**config.mk**
```make
export PLATFORM = sky130hd
export DESIGN_NAME = four_stop_gradient_map_rgb565
export DESIGN_NICKNAME = d
export VERILOG_FILES = /design/src/sv/gmap_pkg.sv /design/src/sv/gmap_stop_mem.sv /design/src/sv/gmap_channel.sv /design/src/sv/four_stop_gradient_map_rgb565.sv
export SDC_FILE = /design/constraint.sdc
export NUM_CORES = 1
export LEC_CHECK = 0
export ABC_AREA = 1
export BUFFER_PORTS_ARGS = -buffer_cell sky130_fd_sc_hd__buf_2
export CAP_MARGIN = 30
export CORE_ASPECT_RATIO = 0.7
export CORE_MARGIN = 5
export CORE_UTILIZATION = 70
export DETAILED_ROUTE_END_ITERATION = 8
export HOLD_SLACK_MARGIN = 0.12
export PLACE_DENSITY = 0.88
export SLEW_MARGIN = 15
export SYNTH_ARGS = -nofsm -noshare
export SYNTH_HDL_FRONTEND = slang
export SYNTH_SLANG_ARGS = --single-unit
```
**constraint.sdc**
```tcl
create_clock -name clock -period 17.9 [get_ports clock]
set_clock_uncertainty 0.1 [all_clocks]
set_input_delay 0.895 -clock clock [delete_from_list [all_inputs] [get_ports clock]]
set_output_delay 0.895 -clock clock [all_outputs]
set_load 0.005 [all_outputs]
```
**src/sv/gmap_pkg.sv**
```systemverilog
// shared types, constants and a helper function for the gradient map
`default_nettype none

package gmap_pkg;

   // field and register widths
   localparam int LUM_BITS       = 8;
   localparam int COLOR_BITS     = 24;
   localparam int CHAN_BITS      = 8;
   localparam int CSR_INDEX_BITS = 2;
   localparam int STOP_COUNT     = 4;
   localparam int T_BITS         = 7;
   localparam int PROD_BITS      = 15;
   localparam int RSP_BITS       = 16;

   // packed output channel widths
   localparam int RED_BITS   = 5;
   localparam int GREEN_BITS = 6;
   localparam int BLUE_BITS  = 5;

   // segment boundaries on the luminance axis
   localparam logic [LUM_BITS-1:0] SEG_SPAN   = 8'd85;
   localparam logic [LUM_BITS-1:0] SEG_SPAN_2 = 8'd170;

   // segment indexes, also the lower stop of each segment
   localparam logic [1:0] SEG_LOW  = 2'd0;
   localparam logic [1:0] SEG_MID  = 2'd1;
   localparam logic [1:0] SEG_HIGH = 2'd2;

   // floor(m / 85) == (m * SEG_RECIP) >> SEG_RECIP_SHIFT for m <= 255 * 85
   localparam logic [15:0] SEG_RECIP       = 16'd49345;
   localparam int          SEG_RECIP_SHIFT = 22;
   localparam int          SCALE_BITS      = 31;

   // pipeline advance strobes shared by the channel datapaths
   typedef struct packed {
      logic ld_mult;
      logic ld_scale;
   } gmap_adv_type;

   // (c * maxv + 127) / 255, with the divide done as (x + (x >> 8) + 1) >> 8
   function automatic logic [CHAN_BITS-1:0] round_chan(input logic [CHAN_BITS-1:0] c,
                                                      input logic [5:0] maxv);
      logic [15:0] x;
      logic [15:0] y;
      x = ({8'b0, c} * {10'b0, maxv}) + 16'd127;
      y = x + {8'b0, x[15:8]} + 16'd1;
      return y[15:8];
   endfunction

endpackage

`default_nettype wire

```
**src/sv/gmap_stop_mem.sv**
```systemverilog
// stop color memory: one write port, two registered read ports
`default_nettype none

module gmap_stop_mem
   import gmap_pkg::*;
(
   input  wire logic                      clock,
   input  wire logic                      reset,
   input  wire logic                      csr_wr_en,
   input  wire logic [CSR_INDEX_BITS-1:0] csr_index,
   input  wire logic [COLOR_BITS-1:0]     csr_wdata,
   input  wire logic                      rd_en,
   input  wire logic [1:0]                rd_seg,
   output logic      [COLOR_BITS-1:0]     lo_color,
   output logic      [COLOR_BITS-1:0]     hi_color
);

   logic [COLOR_BITS-1:0] mem [STOP_COUNT];
   logic [STOP_COUNT-1:0] valid_ff;
   logic [STOP_COUNT-1:0] valid_in;
   logic [1:0]            hi_addr;
   logic [COLOR_BITS-1:0] lo_ff;
   logic [COLOR_BITS-1:0] hi_ff;

   assign hi_addr  = rd_seg + 2'd1;
   assign lo_color = lo_ff;
   assign hi_color = hi_ff;

   // entries never written read as zero
   always_comb begin
      valid_in = valid_ff;
      if (csr_wr_en) begin
         valid_in[csr_index] = 1'b1;
      end
   end

   always_ff @(posedge clock) begin
      if (reset) begin
         valid_ff <= '0;
      end else begin
         valid_ff <= valid_in;
      end
   end

   // write port
   always_ff @(posedge clock) begin
      if (csr_wr_en) begin
         mem[csr_index] <= csr_wdata;
      end
   end

   // two read ports, data held while the pipeline stalls
   always_ff @(posedge clock) begin
      if (rd_en) begin
         lo_ff <= valid_ff[rd_seg]  ? mem[rd_seg]  : '0;
         hi_ff <= valid_ff[hi_addr] ? mem[hi_addr] : '0;
      end
   end

   // reset leaves every stop reading as zero
   a_reset_clears: assert property (@(posedge clock) $past(reset) |-> valid_ff == '0)
      else $error("stop valid bits not cleared by reset");

   // a write marks its entry valid
   a_write_marks: assert property (@(posedge clock) disable iff (reset)
      csr_wr_en |=> valid_ff[$past(csr_index)])
      else $error("written stop entry not marked valid");

   // an unwritten lower stop reads as zero
   a_unwritten_zero: assert property (@(posedge clock) disable iff (reset)
      (rd_en && !valid_ff[rd_seg]) |=> lo_ff == '0)
      else $error("unwritten stop entry read as nonzero");

endmodule

`default_nettype wire

```
**src/sv/gmap_channel.sv**
```systemverilog
// one color channel: blend between two stops and round to the output width
`default_nettype none

module gmap_channel
   import gmap_pkg::*;
#(
   parameter int OUT_BITS = RED_BITS
) (
   input  wire logic                 clock,
   input  wire gmap_adv_type         adv,
   input  wire logic [CHAN_BITS-1:0] lo_chan,
   input  wire logic [CHAN_BITS-1:0] hi_chan,
   input  wire logic [T_BITS-1:0]    t,
   output logic      [OUT_BITS-1:0]  chan_out
);

   localparam logic [5:0] MAXV = 6'((1 << OUT_BITS) - 1);

   logic                 neg_in;
   logic [CHAN_BITS-1:0] mag_in;
   logic [PROD_BITS-1:0] prod_in;
   logic [PROD_BITS-1:0] prod_ff;
   logic                 neg_ff;
   logic [CHAN_BITS-1:0] base_ff;
   logic [SCALE_BITS-1:0] scaled;
   logic [CHAN_BITS-1:0] quot_in;
   logic [CHAN_BITS-1:0] quot_ff;
   logic                 neg2_ff;
   logic [CHAN_BITS-1:0] base2_ff;
   logic [CHAN_BITS-1:0] blended;
   logic [CHAN_BITS-1:0] rounded;

   // magnitude of the stop difference times the segment offset
   assign neg_in  = hi_chan < lo_chan;
   assign mag_in  = neg_in ? (lo_chan - hi_chan) : (hi_chan - lo_chan);
   assign prod_in = {7'b0, mag_in} * {8'b0, t};

   always_ff @(posedge clock) begin
      if (adv.ld_mult) begin
         prod_ff <= prod_in;
         neg_ff  <= neg_in;
         base_ff <= lo_chan;
      end
   end

   // divide by the segment span through a reciprocal
   assign scaled  = {16'b0, prod_ff} * {15'b0, SEG_RECIP};
   assign quot_in = scaled[SEG_RECIP_SHIFT +: CHAN_BITS];

   always_ff @(posedge clock) begin
      if (adv.ld_scale) begin
         quot_ff  <= quot_in;
         neg2_ff  <= neg_ff;
         base2_ff <= base_ff;
      end
   end

   // truncation toward zero falls out of dividing the magnitude
   assign blended  = neg2_ff ? (base2_ff - quot_ff) : (base2_ff + quot_ff);
   assign rounded  = round_chan(blended, MAXV);
   assign chan_out = rounded[OUT_BITS-1:0];

endmodule

`default_nettype wire

```
**src/sv/four_stop_gradient_map_rgb565.sv**
```systemverilog
// top level: luminance to rgb565 through a four-stop gradient
// a request passes the stop read, product, quotient and output registers in that order
// throughput: one transaction per cycle absent rsp_ready stalls, by two stop read ports
// stalls on rsp_ready hold full stages, empty ones fill; no bubble is added by a stall
// reset clears the pipeline valids and the stop valid bits, so all stops read as zero
// configuration takes effect at once and is expected only while the pipeline is empty
`default_nettype none

module four_stop_gradient_map_rgb565
   import gmap_pkg::*;
(
   input  wire logic                      clock,
   input  wire logic                      reset,
   input  wire logic                      req_valid,
   output logic                           req_ready,
   input  wire logic [LUM_BITS-1:0]       req_luminance,
   output logic                           rsp_valid,
   input  wire logic                      rsp_ready,
   output logic      [RSP_BITS-1:0]       rsp_color_565,
   input  wire logic                      csr_wr_en,
   input  wire logic [CSR_INDEX_BITS-1:0] csr_index,
   input  wire logic [COLOR_BITS-1:0]     csr_wdata
);

   logic                  v1_ff, v1_in;
   logic                  v2_ff, v2_in;
   logic                  v3_ff, v3_in;
   logic                  rsp_valid_ff, rsp_valid_in;
   logic                  rdy1, rdy2, rdy3, rdy_out;
   logic [1:0]            seg_in;
   logic [T_BITS-1:0]     t_in;
   logic [T_BITS-1:0]     t_ff;
   logic [COLOR_BITS-1:0] lo_color;
   logic [COLOR_BITS-1:0] hi_color;
   gmap_adv_type          adv;
   logic [RED_BITS-1:0]   red;
   logic [GREEN_BITS-1:0] green;
   logic [BLUE_BITS-1:0]  blue;
   logic [RSP_BITS-1:0]   color_in;
   logic [RSP_BITS-1:0]   color_ff;

   // ready chain: a stage loads when empty or when its successor moves
   assign rdy_out = !rsp_valid_ff || rsp_ready;
   assign rdy3    = !v3_ff || rdy_out;
   assign rdy2    = !v2_ff || rdy3;
   assign rdy1    = !v1_ff || rdy2;

   assign req_ready    = rdy1;
   assign adv.ld_mult  = rdy2;
   assign adv.ld_scale = rdy3;

   always_comb begin
      v1_in        = rdy1    ? req_valid : v1_ff;
      v2_in        = rdy2    ? v1_ff     : v2_ff;
      v3_in        = rdy3    ? v2_ff     : v3_ff;
      rsp_valid_in = rdy_out ? v3_ff     : rsp_valid_ff;
   end

   always_ff @(posedge clock) begin
      if (reset) begin
         v1_ff        <= 1'b0;
         v2_ff        <= 1'b0;
         v3_ff        <= 1'b0;
         rsp_valid_ff <= 1'b0;
      end else begin
         v1_ff        <= v1_in;
         v2_ff        <= v2_in;
         v3_ff        <= v3_in;
         rsp_valid_ff <= rsp_valid_in;
      end
   end

   // segment and offset within it
   always_comb begin
      if (req_luminance <= SEG_SPAN) begin
         seg_in = SEG_LOW;
         t_in   = req_luminance[T_BITS-1:0];
      end else if (req_luminance <= SEG_SPAN_2) begin
         seg_in = SEG_MID;
         t_in   = 7'(req_luminance - SEG_SPAN);
      end else begin
         seg_in = SEG_HIGH;
         t_in   = 7'(req_luminance - SEG_SPAN_2);
      end
   end

   always_ff @(posedge clock) begin
      if (rdy1) begin
         t_ff <= t_in;
      end
   end

   // stop color lookup
   gmap_stop_mem u_stop_mem (
      .clock     (clock),
      .reset     (reset),
      .csr_wr_en (csr_wr_en),
      .csr_index (csr_index),
      .csr_wdata (csr_wdata),
      .rd_en     (rdy1),
      .rd_seg    (seg_in),
      .lo_color  (lo_color),
      .hi_color  (hi_color)
   );

   // per-channel blend and rounding
   gmap_channel #(.OUT_BITS(RED_BITS)) u_red (
      .clock    (clock),
      .adv      (adv),
      .lo_chan  (lo_color[23:16]),
      .hi_chan  (hi_color[23:16]),
      .t        (t_ff),
      .chan_out (red)
   );

   gmap_channel #(.OUT_BITS(GREEN_BITS)) u_green (
      .clock    (clock),
      .adv      (adv),
      .lo_chan  (lo_color[15:8]),
      .hi_chan  (hi_color[15:8]),
      .t        (t_ff),
      .chan_out (green)
   );

   gmap_channel #(.OUT_BITS(BLUE_BITS)) u_blue (
      .clock    (clock),
      .adv      (adv),
      .lo_chan  (lo_color[7:0]),
      .hi_chan  (hi_color[7:0]),
      .t        (t_ff),
      .chan_out (blue)
   );

   // pack into the output register
   assign color_in = {red, green, blue};

   always_ff @(posedge clock) begin
      if (rdy_out) begin
         color_ff <= color_in;
      end
   end

   assign rsp_valid     = rsp_valid_ff;
   assign rsp_color_565 = color_ff;

   // an accepted transaction always lands in the first stage
   a_accept_loads: assert property (@(posedge clock) disable iff (reset)
      (req_valid && req_ready) |=> v1_ff)
      else $error("accepted transaction lost at stage one");

   // a blocked middle stage keeps its transaction
   a_stage_hold: assert property (@(posedge clock) disable iff (reset)
      (v2_ff && !rdy3) |=> v2_ff)
      else $error("stalled stage two dropped its transaction");

   // a full pipeline with a stalled output refuses new requests
   a_full_backpressure: assert property (@(posedge clock) disable iff (reset)
      (v1_ff && v2_ff && v3_ff && rsp_valid_ff && !rsp_ready) |-> !req_ready)
      else $error("request taken while pipeline full and stalled");

endmodule

`default_nettype wire
```
==> flow_summary.toml, run 1 <==
[global_route]
grt_max_degree = 74
grt_usage_pct = 28.81
grt_pass1_wl_mm = 114.3
antenna_found_initial = 4
overflow = 0
grt_pass1_vias = 23430

[floorplanning]
core_um2 = 43640
die_h_um = 185.9
dieArea_um2 = 48550
ios = 57
initial_core_util_pct = 70.86
chipWidth_um = 261.2
core.rowCount = 64

[placement]
dp_hpwl_mm = 54.02
io_buffers = 56
gp_congestion = 0.9456

[synth]
synth-edff-count = 290
async_flop_share_pct = 0
ys_ff_latch = 298
synthDistinctLibCells = 53
synthTopCellsByArea = "edfxtp_1 (28%), ha_1 (22%), fa_1 (13%)"
synth_nets = 4221
synth_top_area_share_pct = 28.16
avgSynthCellArea_um2 = 9.031
yosys.cell_count.top_type = "inv_1"
synth_top_cell_by_area = "edfxtp_1"
synthCells = 3424
yosysSeqAreaShare_pct = 28.68
synthFlopType = "edfxtp_1"
ys_warn_count = 0
synth_common_cells = "inv_1 (760), ha_1 (551), nand2_1 (499)"
synth_area_um2 = 30920

[clock_network]
cts.path.max_buffers = 3
clk_latency_ns = 0.61
cts_tree = "yes"
cts_hold_buffers = 0
post_cts.repair.setup_buffers = 0
h-tree-depth = 1
cts_root_buf = "clkbuf_16"
clk_pin_slew_ns = 0.07
cts_made_buffers = 31
clock-sinks = 298
cts_resized = 0

[critical_path]
slowest_stage = "fa_1"
crit_arrival_ns = 7.62
cp_slowest_stage_delay_ns = 0.64
crit_buf_inv = 8
cp_max_fo = 5
end_kind = "flop"
cp_top_family = "adder cells"
start_kind = "flop"
critPathKind = "flop to flop"
critPathRequiredTime_ns = 18.16

[routing]
routed_wirelength_mm = 68.67
ant_nets = 0
drc = 0
wl_per_cell_um = 16.76
drtPass1Iterations = 6
routed_via_density = 5.644
via_count = 23120
drt_iter0_markers = 2110

[timing]
min_period_over_period_pct = 41.09
fin_hold_ws_ns = 0.3183
finalSetupViolCount = 0
slew_headroom_pct = 35.82
tightest_slew_ns = 0.9626
finalSetupTns_ns = 0
hold_viol_final = 0
maxSlewViolCount = 0
min_period_ns = 7.355
rsz0062_at_grt = "false"
fmax_mhz = 136.0

[layout]
multi_input_area_um2 = 18950
seq_area_um2 = 8869
layout-area-overhead-vs-synth_pct = 6.162
fill_cells = 2875
fin_nets = 4274
drive_gt1_share_pct = 4.542

[hold_path]
hold_path.class = "flop to flop"

[flow_run]
cap_violations = 0

[outcome]
outcome = "finished, final reports clean"
==> worst reg2reg max path, delay by kind of cell (launching register included) <==
family | cells | cell delay, ns
fa+ha+maj | 7 | 2.93
compound gates | 7 | 1.54
simple gates | 12 | 1.16
buf+inv | 8 | 0.50
xor+xnor | 2 | 0.45
flops | 1 | 0.40
==> registers in the layout, indices dropped and copies added, names as in the netlist, 15 cells and up <==
register	cells
u_blue.prod_ff	15
u_green.prod_ff	15
u_stop_mem.hi_color	24
u_red.prod_ff	15
u_stop_mem.mem	96
rsp_color_565	16
u_stop_mem.lo_color	24
==> cell usage in the layout (no fill, tap or decap), types with 5 or more instances in the layout <==
master       n
a21oi_4      5
xnor2_1     52
o21ai_0    163
inv_2       11
a31oi_1      9
buf_2       56
o21ai_2      5
clkbuf_1     7
o21bai_1     9
dfxtp_1      8
o21ai_1     14
buf_4       11
ha_1       551
nand4_1     28
a21oi_1    184
a21o_1      14
fa_1       207
clkbuf_16   31
nor2_1     234
xor2_1     124
o21a_1       6
nand2_4      5
inv_1      758
nand3_1    124
edfxtp_1   290
nand2_1    498
nand3b_1     7
inv_6        6
clkinv_1     5
nor3_1      12
==> kinds of logic (layout without fill, tap and decap cells) <==
logic type                 count (synthesis)  after routing  synth area share (%)
other                                      0              2                     0
DFF                                      298            298                 28.68
xor gates and xnor gates                 177            177                 5.037
buffers and inverters                    819            896                 10.10
AOI/OAI and AO/OA                        435            435                 7.882
adders and majority gates                758            758                 35.69
and+or+nand+nor                          937            937                 12.60
==> metal layers <==
metal | part of all wire, % | global-route usage, % | vias up
met4 | 2.2 | 6.786 | 4
met2 | 45 | 46.34 | 1065
met5 | 0.050 | 0 | -
met3 | 9.6 | 5.940 | 133
li1 | - | - | 11140
met1 | 43 | 40.85 | 10780
==> per-stage QoR <==
stage / area [um^2] / std cells / util (%) / setup WS (ns)
3_5_place_dp: 31840 / 4038 / 72.95 / 10.60
3_3_place_gp: 31820 / 4037 / 72.92 / 10.93
4_1_cts: 32820 / 4095 / 75.21 / 10.55
2_1_floorplan: 30920 / 3424 / - / 11.36
6_report: 32830 / 4097 / 75.22 / 10.54
5_1_grt: 32830 / 4096 / 75.22 / 9.886
==> final timing paths <==
path | depth (start not counted) | end | start | slack, ns
worst min register to register | 0 | u_red.base2_ff[7] | u_red.base_ff[7] | 0.32
worst max-delay path | 36 | rsp_color_565[15] | u_red.quot_ff[0] | 10.54
worst max register to register | 36 | rsp_color_565[15] | u_red.quot_ff[0] | 10.54
worst min-delay path | 0 | u_red.base2_ff[7] | u_red.base_ff[7] | 0.32
==> layout make-up <==
cell class	count	area share, %
Sequential cell	298	27.01
Multi-Input combinational cell	2307	57.73
Clock inverter	19	0.5679
Timing Repair Buffer	68	1.140
Tap cell	594	2.264
Clock buffer	38	2.443
Inverter	771	8.823
Antenna cell	2	0.01525
Power of run 1 is not shown: default switching activity piles up to over one toggle a cycle in this logic, so the estimate is an artifact.
==> run 2: changes to the inputs <==
--- a/config.mk
+++ b/config.mk
@@ -10,10 +10,10 @@
 export CAP_MARGIN = 30
 export CORE_ASPECT_RATIO = 0.7
 export CORE_MARGIN = 5
-export CORE_UTILIZATION = 70
+export CORE_UTILIZATION = 59
 export DETAILED_ROUTE_END_ITERATION = 8
 export HOLD_SLACK_MARGIN = 0.12
-export PLACE_DENSITY = 0.88
+export PLACE_DENSITY = 0.79
 export SLEW_MARGIN = 15
 export SYNTH_ARGS = -nofsm -noshare
 export SYNTH_HDL_FRONTEND = slang
==> constraint.sdc (replaced) <==
create_clock -name clock -period 6.2 [get_ports clock]
set_clock_uncertainty 0.1 [all_clocks]
set_input_delay 0.31 -clock clock [delete_from_list [all_inputs] [get_ports clock]]
set_output_delay 0.31 -clock clock [all_outputs]
set_load 0.005 [all_outputs]
==> run 2 against run 1 <==
The flow now finishes with violations (setup timing); critical path depth up 4; highest routed layer is now met4; worst hold slack lost 0.063 ns; non-clock buffer count increased by 301; die area is 18% higher; via count rose by 5.3%; setup slack worse by 11 ns; cell area up 12%; utilization down 4.3 points; wire length is 9.4% higher; first-iteration DRC count decreased by 7.7%; cell count grew 9.3%; sequential share of layout area shrank 3.0 points.
==> flow_summary.toml, run 2 (same netlist as run 1, synthesis figures left out) <==
[outcome]
outcome = "finished with violations"
violations = "setup timing"

[timing]
setup_ws_ns = -0.3051
fmax_mhz = 153.7
tightest_slew_ns = 0.8873
min_period_over_period_pct = 104.9
finalSetupViolCount = 12
hold_viol_final = 0
min_period_ns = 6.505
slew_headroom_pct = 40.78
maxSlewViolCount = 0
fin_hold_ws_ns = 0.2548
rsz0062_at_grt = "true"

[routing]
routed_wirelength_mm = 75.13
drc = 0
ant_nets = 0
drtPass1Iterations = 8
drt_iter0_markers = 1947
routed_via_density = 5.435
via_count = 24340
wl_per_cell_um = 16.77

[clock_network]
h-tree-depth = 1
clk_latency_ns = 0.58
clock-sinks = 298
cts_tree = "yes"
clk_pin_slew_ns = 0.07
cts_root_buf = "clkbuf_16"
cts_made_buffers = 28
cts.path.max_buffers = 3

[global_route]
grt_usage_pct = 24.71
grt_max_degree = 54
grt_pass1_vias = 24050
overflow = 0
grt_pass1_wl_mm = 117.8
antenna_found_initial = 2

[placement]
gp_congestion = 0.9165
dp_hpwl_mm = 54.56
io_buffers = 56

[layout]
fin_nets = 4572
drive_gt1_share_pct = 19.03
diodes = 0
layout-area-overhead-vs-synth_pct = 19.30
layout_commonest_cell = "inv_1"
largest_reg_flops = 96
largest_register = "u_stop_mem.mem"
fill_cells = 3543
most-common-layout-cells = "inv_1 (707), ha_1 (495), nand2_1 (444), edfxtp_1 (290), buf_4 (262)"

[floorplanning]
die_h_um = 201.5
core_um2 = 52020
dieArea_um2 = 57170
ios = 57
initial_core_util_pct = 59.44
core.rowCount = 70
chipWidth_um = 283.6

[critical_path]
critPathKind = "flop to flop"
slowest_stage = "fa_1"
crit_arrival_ns = 6.75
cp_max_fo = 5
start_kind = "flop"
cp_slowest_stage_delay_ns = 0.51
critPathRequiredTime_ns = 6.45
end_kind = "flop"

[hold_path]
hold_path.class = "input pin to flop"

[flow_run]
cap_violations = 0
run 2: cell count changes in the layout (fill, tap and decap cells not counted), moves of 45 or more:
cell | previous run | this run
ha_4 | 0 | 51
ha_1 | 551 | 495
nand2_1 | 498 | 444
inv_2 | 11 | 60
a21oi_1 | 184 | 139
inv_1 | 758 | 707
buf_4 | 11 | 262
run 2: metrics by stage:
step,util [%],TNS [ns],cells,instance area [um^2],setup slack [ns]
final,70.91,-2.389,4479,36890,-0.3051
after global routing,70.91,-7.619,4479,36890,-0.6298
after floorplan,-,-0.2148,3424,31060,-0.06039
after CTS,68.30,-0.5342,4441,35540,-0.1234
after global placement,64.44,-1.338,4317,33530,-0.2074
after detailed placement,64.49,-4.947,4319,33550,-0.4552
run 2: final cells by class:
type | instances | area, um^2 | area share, %
Clock buffer | 37 | 734.5 | 1.991
Clock inverter | 13 | 177.7 | 0.4816
Inverter | 771 | 2902 | 7.865
Multi-Input combinational cell | 2307 | 20560 | 55.72
Sequential cell | 298 | 8869 | 24.04
Tap cell | 684 | 855.8 | 2.320
Timing Repair Buffer | 369 | 2798 | 7.583
run 2: repair_timing:
item                       CTS  global route
setup buffers               37            40
hold buffers                36             0
setup endpoints to repair   21            31
hold endpoints to repair   115             0
gates resized for setup    100           258
pin swaps                   86           173
cloned                       0             0
run 2: path summary, 6_finish.rpt:
kind | slack (ns) | startpoint | endpoint | cells past startpoint
min reg2reg | 0.31 | u_red.base_ff[7] | u_red.base2_ff[7] | 0
max reg2reg | -0.31 | u_green.quot_ff[0] | rsp_color_565[9] | 40
max | -0.31 | u_green.quot_ff[0] | rsp_color_565[9] | 40
min | 0.25 | csr_index[1] | u_stop_mem.valid_ff[1] | 5
run 2: per-layer routing:
layer / GRT usage [%] / vias up / wire (um)
met5: 0 / - / 0
met4: 4.442 / 0 / 1464
met3: 4.088 / 134 / 6079
met2: 39.56 / 936 / 34240
met1: 36.16 / 11560 / 33350
li1: - / 11710 / -
run 2: worst max-delay path, delay by kind of cell, from the launching register on:
kind,cells,cell delay (ns)
adders and majority gates,7,2.38
and+or+nand+nor,16,1.43
DFF,1,0.41
buffers and inverters,8,0.65
AOI/OAI and AO/OA,5,0.63
xor gates and xnor gates,4,0.68
Power of run 2 is left out for the same reason.
